## src/hw/rtl/st_pkg.sv

```systemverilog
// Shared types, constants and character helpers of the source tokenizer.
package st_pkg;

    localparam int MAX_TOKEN_LEN = 127;
    localparam int LEN_W         = 7;
    localparam int Q_DEPTH       = 4;
    localparam int Q_AW          = $clog2(Q_DEPTH);
    localparam int Q_CW          = $clog2(Q_DEPTH + 1);

    localparam logic [7:0] CH_TAB   = 8'h09;
    localparam logic [7:0] CH_LF    = 8'h0A;
    localparam logic [7:0] CH_CR    = 8'h0D;
    localparam logic [7:0] CH_SPACE = 8'h20;
    localparam logic [7:0] CH_BANG  = 8'h21;
    localparam logic [7:0] CH_PLUS  = 8'h2B;
    localparam logic [7:0] CH_MINUS = 8'h2D;
    localparam logic [7:0] CH_DOT   = 8'h2E;
    localparam logic [7:0] CH_COLON = 8'h3A;
    localparam logic [7:0] CH_LT    = 8'h3C;
    localparam logic [7:0] CH_EQ    = 8'h3D;
    localparam logic [7:0] CH_GT    = 8'h3E;
    localparam logic [7:0] CH_UNDER = 8'h5F;

    typedef enum logic [2:0] {
        MODE_IDLE    = 3'd0,
        MODE_COMMENT = 3'd1,
        MODE_WORD    = 3'd2,
        MODE_LT      = 3'd3,
        MODE_GT      = 3'd4,
        MODE_COLON   = 3'd5,
        MODE_MINUS   = 3'd6,
        MODE_PLUS    = 3'd7
    } t_lex_mode;

    typedef struct packed {
        logic [7:0]  tbyte;
        logic        first;
        logic        last;
        logic [15:0] line;
        logic [15:0] column;
    } t_token;

    typedef struct packed {
        logic [1:0] count;
        t_token     tok0;
        t_token     tok1;
    } t_wr;

    function automatic logic is_word_start(input logic [7:0] c);
        return (c >= 8'h61 && c <= 8'h7A) || (c >= 8'h41 && c <= 8'h5A) ||
               (c >= 8'h30 && c <= 8'h39) || (c == CH_UNDER);
    endfunction

    function automatic logic [7:0] to_lower(input logic [7:0] c);
        return (c >= 8'h41 && c <= 8'h5A) ? c + 8'd32 : c;
    endfunction

    function automatic logic is_blank(input logic [7:0] c);
        return (c == CH_SPACE) || (c == CH_TAB) || (c == CH_CR) || (c == CH_LF);
    endfunction

    function automatic logic is_pair_start(input logic [7:0] c);
        return (c == CH_LT) || (c == CH_GT) || (c == CH_COLON) ||
               (c == CH_MINUS) || (c == CH_PLUS);
    endfunction

    function automatic t_lex_mode mode_of(input logic [7:0] c);
        t_lex_mode m;
        m = MODE_PLUS;
        if (is_word_start(c)) begin
            m = MODE_WORD;
        end else if (c == CH_LT) begin
            m = MODE_LT;
        end else if (c == CH_GT) begin
            m = MODE_GT;
        end else if (c == CH_COLON) begin
            m = MODE_COLON;
        end else if (c == CH_MINUS) begin
            m = MODE_MINUS;
        end
        return m;
    endfunction

    function automatic logic pairs_with(input t_lex_mode m, input logic [7:0] c);
        logic p;
        unique case (m)
            MODE_LT:    p = (c == CH_GT) || (c == CH_EQ) || (c == CH_LT);
            MODE_GT:    p = (c == CH_GT) || (c == CH_EQ);
            MODE_COLON: p = (c == CH_EQ);
            MODE_MINUS: p = (c == CH_GT) || (c == CH_MINUS);
            MODE_PLUS:  p = (c == CH_PLUS);
            default:    p = 1'b0;
        endcase
        return p;
    endfunction

endpackage

```

## src/hw/rtl/st_front.sv

```systemverilog
// Front end: lexer state, character classification and result generation.
module st_front (
    input  logic          i_clk,
    input  logic          i_rst_n,
    input  logic          i_accept,
    input  logic          i_kind,
    input  logic [7:0]    i_char_code,
    output st_pkg::t_wr   o_wr
);
    import st_pkg::*;

    t_lex_mode        r_mode, n_mode;
    logic [7:0]       r_held_byte, n_held_byte;
    logic             r_held_valid, n_held_valid;
    logic             r_held_first, n_held_first;
    logic [LEN_W-1:0] r_len, n_len;
    logic [15:0]      r_line, n_line;
    logic [15:0]      r_col, n_col;
    logic [15:0]      r_sl, n_sl;
    logic [15:0]      r_sc, n_sc;

    logic [7:0]  c;
    logic        ev_end, ev_flush, ev_pair, ev_start, ev_ext, is_pair_mode;
    logic        w_cont, w_fits;
    logic [15:0] cnt_line, cnt_col;

    assign c            = i_char_code;
    assign is_pair_mode = (r_mode != MODE_IDLE) && (r_mode != MODE_COMMENT) &&
                          (r_mode != MODE_WORD);
    assign w_cont       = is_word_start(c) || (c == CH_DOT);
    assign w_fits       = r_len < LEN_W'(MAX_TOKEN_LEN);
    assign ev_end       = i_kind || (c == 8'd0);
    assign ev_flush     = !ev_end && (((r_mode == MODE_WORD) && !w_cont) ||
                          (is_pair_mode && !pairs_with(r_mode, c)));
    assign ev_pair      = !ev_end && is_pair_mode && pairs_with(r_mode, c);
    assign ev_ext       = !ev_end && (r_mode == MODE_WORD) && w_cont && w_fits;
    assign ev_start     = !ev_end && ((r_mode == MODE_IDLE) || ev_flush);

    always_comb begin
        cnt_line = r_line;
        cnt_col  = (r_col != 16'hFFFF) ? r_col + 16'd1 : r_col;
        if ((c == CH_LF) || (c == CH_CR)) begin
            cnt_col = 16'd0;
        end
        if ((c == CH_LF) && (r_line != 16'hFFFF)) begin
            cnt_line = r_line + 16'd1;
        end
    end

    // Next state of the lexer.
    always_comb begin
        n_mode       = r_mode;
        n_held_byte  = r_held_byte;
        n_held_valid = r_held_valid;
        n_held_first = r_held_first;
        n_len        = r_len;
        n_line       = r_line;
        n_col        = r_col;
        n_sl         = r_sl;
        n_sc         = r_sc;
        if (ev_end) begin
            n_mode       = MODE_IDLE;
            n_held_byte  = 8'd0;
            n_held_valid = 1'b0;
            n_held_first = 1'b0;
            n_len        = '0;
            n_line       = 16'd1;
            n_col        = 16'd0;
            n_sl         = 16'd1;
            n_sc         = 16'd0;
        end else begin
            n_line = cnt_line;
            n_col  = cnt_col;
            if ((r_mode == MODE_COMMENT) && (c == CH_LF)) begin
                n_mode = MODE_IDLE;
            end
            if (ev_ext) begin
                n_held_byte  = to_lower(c);
                n_held_valid = 1'b1;
                n_held_first = 1'b0;
                n_len        = r_len + LEN_W'(1);
            end
            if (ev_flush || ev_pair) begin
                n_mode       = MODE_IDLE;
                n_held_byte  = 8'd0;
                n_held_valid = 1'b0;
                n_held_first = 1'b0;
                n_len        = '0;
            end
            if (ev_start && !is_blank(c)) begin
                if (c == CH_BANG) begin
                    n_mode = MODE_COMMENT;
                end else begin
                    n_sl = cnt_line;
                    n_sc = cnt_col;
                    if (is_word_start(c) || is_pair_start(c)) begin
                        n_held_byte  = to_lower(c);
                        n_held_valid = 1'b1;
                        n_held_first = 1'b1;
                        n_len        = LEN_W'(1);
                        n_mode       = mode_of(c);
                    end else begin
                        n_len = '0;
                    end
                end
            end
        end
    end

    // Result tokens of the accepted byte, in model order.
    always_comb begin
        t_token held_tok;
        t_token new_tok;
        held_tok = '{tbyte: r_held_byte, first: r_held_first, last: 1'b1,
                     line: r_sl, column: r_sc};
        new_tok  = '{tbyte: c, first: 1'b1, last: 1'b1,
                     line: cnt_line, column: cnt_col};
        o_wr       = '0;
        o_wr.tok0  = held_tok;
        o_wr.tok1  = new_tok;
        if (i_accept) begin
            if ((ev_end || ev_flush) && r_held_valid) begin
                o_wr.count = 2'd1;
            end
            if (ev_ext && r_held_valid) begin
                o_wr.tok0.last = 1'b0;
                o_wr.count     = 2'd1;
            end
            if (ev_pair) begin
                o_wr.tok0.last   = 1'b0;
                o_wr.tok1        = '{tbyte: c, first: 1'b0, last: 1'b1,
                                     line: r_sl, column: r_sc};
                o_wr.count       = 2'd2;
            end
            if (ev_start && !is_blank(c) && (c != CH_BANG) &&
                !is_word_start(c) && !is_pair_start(c)) begin
                if (o_wr.count == 2'd0) begin
                    o_wr.tok0 = new_tok;
                end
                o_wr.count = o_wr.count + 2'd1;
            end
        end
    end

    always_ff @(posedge i_clk) begin
        if (!i_rst_n) begin
            r_mode       <= MODE_IDLE;
            r_held_valid <= 1'b0;
            r_held_first <= 1'b0;
            r_held_byte  <= 8'd0;
            r_len        <= '0;
            r_line       <= 16'd1;
            r_col        <= 16'd0;
            r_sl         <= 16'd1;
            r_sc         <= 16'd0;
        end else if (i_accept) begin
            r_mode       <= n_mode;
            r_held_valid <= n_held_valid;
            r_held_first <= n_held_first;
            r_held_byte  <= n_held_byte;
            r_len        <= n_len;
            r_line       <= n_line;
            r_col        <= n_col;
            r_sl         <= n_sl;
            r_sc         <= n_sc;
        end
    end

endmodule

```

## src/hw/rtl/st_queue.sv

```systemverilog
// Back end: result queue that takes up to two tokens a cycle and hands out one.
module st_queue (
    input  logic            i_clk,
    input  logic            i_rst_n,
    input  st_pkg::t_wr     i_wr,
    input  logic            i_pop,
    output logic            o_full,
    output logic            o_empty,
    output st_pkg::t_token  o_tok
);
    import st_pkg::*;

    t_token          r_mem [Q_DEPTH];
    logic [Q_AW-1:0] r_wr_ptr, n_wr_ptr;
    logic [Q_AW-1:0] r_rd_ptr, n_rd_ptr;
    logic [Q_CW-1:0] r_count, n_count;
    logic            pop_ok;

    assign o_empty = (r_count == '0);
    assign o_full  = r_count > Q_CW'(Q_DEPTH - 2);
    assign pop_ok  = i_pop && !o_empty;
    assign o_tok   = r_mem[r_rd_ptr];

    always_comb begin
        n_wr_ptr = r_wr_ptr + Q_AW'(i_wr.count);
        n_rd_ptr = r_rd_ptr + Q_AW'(pop_ok);
        n_count  = r_count + Q_CW'(i_wr.count) - Q_CW'(pop_ok);
    end

    always_ff @(posedge i_clk) begin
        if (i_wr.count != 2'd0) begin
            r_mem[r_wr_ptr] <= i_wr.tok0;
        end
        if (i_wr.count == 2'd2) begin
            r_mem[r_wr_ptr + Q_AW'(1)] <= i_wr.tok1;
        end
    end

    always_ff @(posedge i_clk) begin
        if (!i_rst_n) begin
            r_wr_ptr <= '0;
            r_rd_ptr <= '0;
            r_count  <= '0;
        end else begin
            r_wr_ptr <= n_wr_ptr;
            r_rd_ptr <= n_rd_ptr;
            r_count  <= n_count;
        end
    end

endmodule

```

## src/hw/rtl/source_tokenizer.sv

```systemverilog
// Top level of the source tokenizer: lexer front end feeding a token queue.
// A token byte is registered into the token queue by the transaction that releases it; word
// bytes and operator-start bytes (< > : - +) are released by the following byte or the end mark.
// Throughput: one input byte per cycle while not full; up to two token bytes each, popped one per cycle.
// The four-entry token queue stops input while three or more token bytes are waiting.
// Reset is synchronous and active low; it empties the queue and restarts at line 1, column 0.
module source_tokenizer (
    input  logic        i_clk,
    input  logic        i_rst_n,
    input  logic        push,
    output logic        full,
    input  logic        i_kind,
    input  logic [7:0]  i_char_code,
    output logic        empty,
    input  logic        pop,
    output logic [7:0]  o_token_byte,
    output logic        o_token_first,
    output logic        o_token_last,
    output logic [15:0] o_token_line,
    output logic [15:0] o_token_column
);
    import st_pkg::*;

    t_wr    wr;
    t_token tok;
    logic   accept;

    assign accept = push && !full;

    st_front u_front (
        .i_clk       (i_clk),
        .i_rst_n     (i_rst_n),
        .i_accept    (accept),
        .i_kind      (i_kind),
        .i_char_code (i_char_code),
        .o_wr        (wr)
    );

    st_queue u_queue (
        .i_clk   (i_clk),
        .i_rst_n (i_rst_n),
        .i_wr    (wr),
        .i_pop   (pop),
        .o_full  (full),
        .o_empty (empty),
        .o_tok   (tok)
    );

    assign o_token_byte   = tok.tbyte;
    assign o_token_first  = tok.first;
    assign o_token_last   = tok.last;
    assign o_token_line   = tok.line;
    assign o_token_column = tok.column;

endmodule

```

## config.mk

```make
export PLATFORM = sky130hd
export DESIGN_NAME = source_tokenizer
export DESIGN_NICKNAME = d
export VERILOG_FILES = /design/src/hw/rtl/st_pkg.sv /design/src/hw/rtl/st_front.sv /design/src/hw/rtl/st_queue.sv /design/src/hw/rtl/source_tokenizer.sv
export SDC_FILE = /design/constraint.sdc
export NUM_CORES = 1
export LEC_CHECK = 0
export ABC_AREA = 1
export BUFFER_PORTS_ARGS = -buffer_cell sky130_fd_sc_hd__clkbuf_2
export CORE_MARGIN = 2
export CORE_UTILIZATION = 30
export CTS_BUF_LIST = sky130_fd_sc_hd__clkbuf_4 sky130_fd_sc_hd__clkbuf_8
export DETAILED_ROUTE_END_ITERATION = 8
export PLACE_DENSITY = 0.49
export REMOVE_ABC_BUFFERS = 1
export SYNTH_ARGS = -nofsm -noshare
export SYNTH_HDL_FRONTEND = slang
export SYNTH_SLANG_ARGS = --single-unit
```

## constraint.sdc

```tcl
create_clock -name i_clk -period 4.25 [get_ports i_clk]
set_input_delay 0.2125 -clock i_clk [delete_from_list [all_inputs] [get_ports i_clk]]
set_output_delay 0.2125 -clock i_clk [all_outputs]
set_load 0.1 [all_outputs]
```

Word-level counts from Yosys, hierarchy flattened
Memories as Yosys holds them, arrays and structs flattened. A register that Yosys moved wholly into a read port is not among the register bits.
Cells that the tools add are included.
{"block": "totals", "regBits": 91, "latchBits": 0, "ram_bits": 168, "mem_bits_ro": 0, "input_bits": 13, "output_inout_bits": 44, "word_cells": 182, "memories": 1}
{"name": "u_queue.r_mem", "depth": 4, "word_bits": 42, "read_ports": 1, "rd_clocked_by_memory_dff": 1, "write_ports": 2, "line_no": "st_queue.sv:13", "rtl": "t_token r_mem [Q_DEPTH];"}
{"block": "op_classes", "addsub": 10, "n_mul": 0, "div": 0, "magnitude_cmp": 8, "eq_ne": 27, "shifts": 0, "muxes": 63, "bitwise": 0, "reduce_logical": 61}
{"op": "$mux 16", "n": 11}
{"op": "$mux 86", "n": 1}
{"op": "$eq 8x6->1 const B", "n": 9}
{"op": "$mux 8", "n": 7}
{"op": "$mux 44", "n": 1}
{"op": "$mux 42", "n": 1}
{"op": "$mux 7", "n": 5}
{"op": "$mux 34", "n": 1}
{"op": "$add 16x1->16 const B", "n": 2}
{"op": "$ne 16x16->1 const B", "n": 2}
{"op": "$mux 3", "n": 10}
{"op": "$eq 8x4->1 const B", "n": 3}
{"op": "$logic_and 1x1->1", "n": 24}
{"op": "$mux 1", "n": 22}
{"op": "$logic_or 1x1->1", "n": 21}
{"op": "$ge 8x7->1 const B", "n": 2}
{"op": "$le 8x7->1 const B", "n": 2}
{"op": "$eq 3x3->1 const B", "n": 4}
{"op": "$add 8x6->8 const B", "n": 1}
{"op": "$eq 8x7->1 const B", "n": 1}
{"op": "$ge 8x6->1 const B", "n": 1}
{"op": "$le 8x6->1 const B", "n": 1}
{"op": "$logic_not 1->1", "n": 8}
{"op": "$logic_not 8->1", "n": 1}
{"op": "other kinds (22)", "n": 28}

Depth between registers and ports, before layout
{"block": "logic_depth", "word_depth": 23, "mapped_depth": 22, "ltp_nobuf": 21}

By module
A second synthesis with hierarchy kept.
{"block": "unflattened", "hier_cells": 1891, "area_unflattened_um2": 14652.8}
{"module": "st_queue", "n_inst": 1, "cells_per_inst": 889, "area_each_um2": 8557.0, "seq_area_each_um2": 5185.0}
{"module": "st_front", "n_inst": 1, "cells_per_inst": 1000, "area_each_um2": 6085.8, "seq_area_each_um2": 1681.6}
{"module": "source_tokenizer", "n_inst": 1, "cells_per_inst": 2, "area_each_um2": 10.0, "seq_area_each_um2": 0.0}

Worst setup path before layout
No wires, ideal clock.
{"block": "synth_path", "path_type": "reg-to-reg", "from": "register u_queue.r_count[2]", "to": "register u_queue.r_count[2]", "setup_ns": 0.128, "t_arrival_ns": 3.803, "required_time_ns": 4.122, "setup_slack_ns": 0.320, "path_stages_with_launch": 11, "n_path_buf": 0, "synth_period_minus_slack_ns": 3.930, "path_cell_list": "dfxtp_1 nor3_1 nor2_1 ha_1 inv_1 ha_1 inv_1 fa_1 xor2_1 inv_1 nor2_1"}
{"block": "synth_between", "elab_cells_between_ends": 9, "classes_between": "2 x add/sub; 1 x order compare; 1 x mux; 5 x reduce/logical"}
{"item": "start: declaration", "line_no": "st_queue.sv:16", "rtl": "logic [Q_CW-1:0] r_count, n_count;"}
{"item": "start signal: assignment", "line_no": "st_queue.sv:47", "rtl": "r_count <= n_count;"}
{"item": "$logic_not 3->1", "line_no": "st_queue.sv:19", "rtl": "assign o_empty = (r_count == '0);"}
{"item": "via empty", "line_no": "source_tokenizer.sv:14", "rtl": "output logic empty,"}
{"item": "$logic_not 1->1", "line_no": "st_queue.sv:21", "rtl": "assign pop_ok = i_pop && !o_empty;"}
{"item": "$logic_and 1x1->1", "line_no": "st_queue.sv:21"}
{"item": "$sub 3x1->3", "line_no": "st_queue.sv:27", "rtl": "n_count = r_count + Q_CW'(i_wr.count) - Q_CW'(pop_ok);"}
The timed path passes the listed nets, and every way through them passes these cells.
A chain may end at the register's enable or synchronous reset.

==> impl_metrics.csv <==
group,metric,value,unit
clocking,cts_buffer_depth,3,
synth,ys_seq_elements,259,
drt,ant_nets,0,
sta,skew,32.8,ps
pwr,p_int,0.00466,W
drt,met2WireLength,22300,um
worst_setup_path,crit_fanout,27,
final_layout,drive_gt1_share,12.4,%
place,gp_congestion,0.861,
sta,tns,0,ps
pwr,combPwrFrac,39.6,%
place,portBuffers,56,
synth,synth_cell_types,47,
sta,slew_headroom,26.9,%
synth,yosysTopAreaCell,"edfxtp_1",
synth,yosys_warnings,0,
hold_path,min_path_type,"in2reg",
floorplan,fp.dieH,229,um
clocking,root_buffer,"clkbuf_8",
worst_setup_path,end_kind,"register",
synth,seq_area_frac_synth,45.0,%
flow_run,maxCapViolations,0,
synth,synth_top_area_share,32.4,%
global_route,grt_pass1_vias,13300,
synth,synth.cell_area,15200,um^2
drt,drtIter0Drc,942,
synth,synth_edf_count,164,
place,hpwl,30200,um
synth,synth_area_per_cell,7.41,um^2
synth,ys.flop_type,"edfxtp_1",
worst_setup_path,worstPathArrival,4010,ps
clocking,cts_setup_buffers,0,
drt,dr.pass1.iters,5,
global_route,grt_max_degree,123,
worst_setup_path,crit_type,"in2reg",
final_layout,fin_nets,2091,
clocking,numCtsBuffers,49,
sta,timing.final.crit_share,82.9,%
floorplan,die-area,52400,um^2
global_route,grt_pass1_wl,76400,um
run_status,run_status,"finished, final reports clean",
drt,drc,0,
pwr,p_leak,7.25,nW
clocking,path_clk_slew,60,ps
final_layout,final_util,34.2,%
sta,setup-violations-final,0,
pwr,powerDensity,514,nW/um^2
clocking,cts_tree,"built",
clocking,hold_buffers,1,
final_layout,area_delta_synth_final,12.7,%
floorplan,num_io_pins,57,
clocking,cts_max_level,2,
drt,num_vias,13800,
drt,wl_met3,2890,um
global_route,globalRouteOverflowTotal,0,
worst_setup_path,required,4740,ps
pwr,irDropWorstVdd,343,uV
sta,period_minus_slack,3520,ps
global_route,grt_usage,18.4,%
floorplan,num_rows,82,
worst_setup_path,cp-start-kind,"input pin",
sta,rsz0062_at_grt,"no",
clocking,ctsResizeCount,0,
pwr,seq_power_share,32.1,%
synth,synth_area_leaders,"edfxtp_1 (32%), nand2_1 (18%), dfxtp_1 (13%), nand3_1 (6.2%), o21ai_0 (4.7%)",
drt,highest_layer,"met5",
drt,wl_met1,22500,um
sta,tightest_slew,1100,ps
clocking,clkLatencyLatePin,620,ps
pwr,switching_share,47.0,%
drt,wl_per_cell,17.5,um
global_route,antenna_found_initial,1,
floorplan,start_util,30.3,%
floorplan,die_width,229,um
pwr,pwr-share-clk,28.3,%
sta,fmax,0.284,GHz
sta,final_hold_viol_count,0,
drt,wl,48600,um
synth,syn_inst,2048,
sta,slew_violations,0,
final_layout,antenna_cells,0,
pwr,switching_power,0.00414,W
synth,synth-async-reset-ratio,0,%
floorplan,core_area,50100,um^2
drt,vias_per_cell,4.95,
clocking,cts_sinks,259,
## layout by cell type, fill, tap and decap left out, drive strengths merged, types with 18 or more instances in the layout
cell type	netlist	layout
nand3	189	189
nand4	18	18
nand2	740	740
inv	140	141
dfxtp	95	95
clkbuf	69	124
o21ai	182	182
clkinv	0	21
edfxtp	164	164
nor2	179	179
xor2	23	23
a21oi	77	77
o22ai	43	43
buf	57	37
## state kept, by name (all words and copies together), names as in the netlist
register	cells
u_front.r_col	16
u_front.r_held_byte	8
u_front.r_held_first	1
u_front.r_held_valid	1
u_front.r_len	7
u_front.r_line	16
u_front.r_mode	3
u_front.r_sc	16
u_front.r_sl	16
u_queue.r_count	3
u_queue.r_mem	168
u_queue.r_rd_ptr	2
u_queue.r_wr_ptr	2
## synthesized netlist by cell type (2+ instances only)
cell type	number
nor2_2	9
o21ai_0	143
buf_2	40
clkbuf_1	68
inv_1	122
edfxtp_1	164
a21oi_1	75
nand2_1	732
nand2_2	8
nand4_1	18
nand3_4	2
o22ai_1	43
nor2_4	2
nand3_1	187
nor2_1	167
o21ai_1	8
o21a_1	14
xor2_1	23
o21ai_2	20
dfxtp_1	95
ha_1	10
buf_4	7
mux2i_1	5
a211oi_1	2
nand3b_1	2
a31oi_1	2
nor3_1	14
o211ai_1	3
buf_6	10
xnor2_1	10
o21ai_4	11
inv_2	17
## stage by stage
stage / cell area (um^2) / instances / hold WS [ps] / setup WS [ps] / total power [W]
finish: 17100 / 2780 / 70.7 / 727 / 0.00880
global route: 17100 / 2780 / 47.2 / 519 / 0.00919
CTS: 17100 / 2780 / 19.1 / 856 / 0.00890
detailed placement: 16100 / 2687 / 443 / 669 / 0.00640
global placement: 16100 / 2687 / 437 / 681 / 0.00639
floorplan: 14600 / 1922 / 306 / -1540 / 0.00554
## worst paths after layout
kind                        start              endpoint  slack [ps]  cells after the start
max                i_char_code[4]  u_queue.r_mem[2][35]         730                     16
min                i_char_code[2]  u_queue.r_mem[0][36]          70                      3
max reg2reg    u_queue.r_count[1]  u_queue.r_mem[2][15]        1090                     10
min reg2reg  u_queue.r_mem[0][32]  u_queue.r_mem[0][32]         460                      2
## critical path, stage by stage
cell,delay (ps)
dlygate4sd3_1,550
clkbuf_2,180
inv_2,150
nand2_1,110
nor2_1,210
inv_2,100
o21bai_4,340
inv_1,340
nand3_1,350
nand2_1,90
nor2_1,160
nand2_4,310
buf_4,350
o21ai_1,320
nand2_1,90
nand2_1,90
## power groups by stage
stage,Clock [W],Combinational [W],Sequential (W)
floorplan,0,0.00262,0.00292
global placement,0,0.00351,0.00288
detailed placement,0,0.00352,0.00288
CTS,0.00255,0.00352,0.00283
global route,0.00264,0.00371,0.00284
finish,0.00249,0.00349,0.00283
## cell type report
cell class                 instances  area, um^2
fill                            5389       32900
multi-input combinational       1523        7250
tap                              672         841
inverter                         140         529
timing repair buffer              94         681
clock inverter                    24         146
sequential                       259        6830
clock buffer                      68         842
## per-layer routing
metal / track usage [%] / up-vias
met1: 25.1 / 6458
met5: 0 / -
li1: - / 6815
met2: 29.9 / 409
met4: 4.75 / 2
met3: 3.35 / 74
## logic make-up after synthesis
kind of cell	count (synthesis)	synth area share, %
simple gates	1144	31.0
compound gates	330	13.3
buf+inv	266	7.60
flops	259	45.0
xor+xnor	33	1.90
fa+ha+maj	11	0.956
mux	5	0.330
Power figures use the tool's default switching activity.
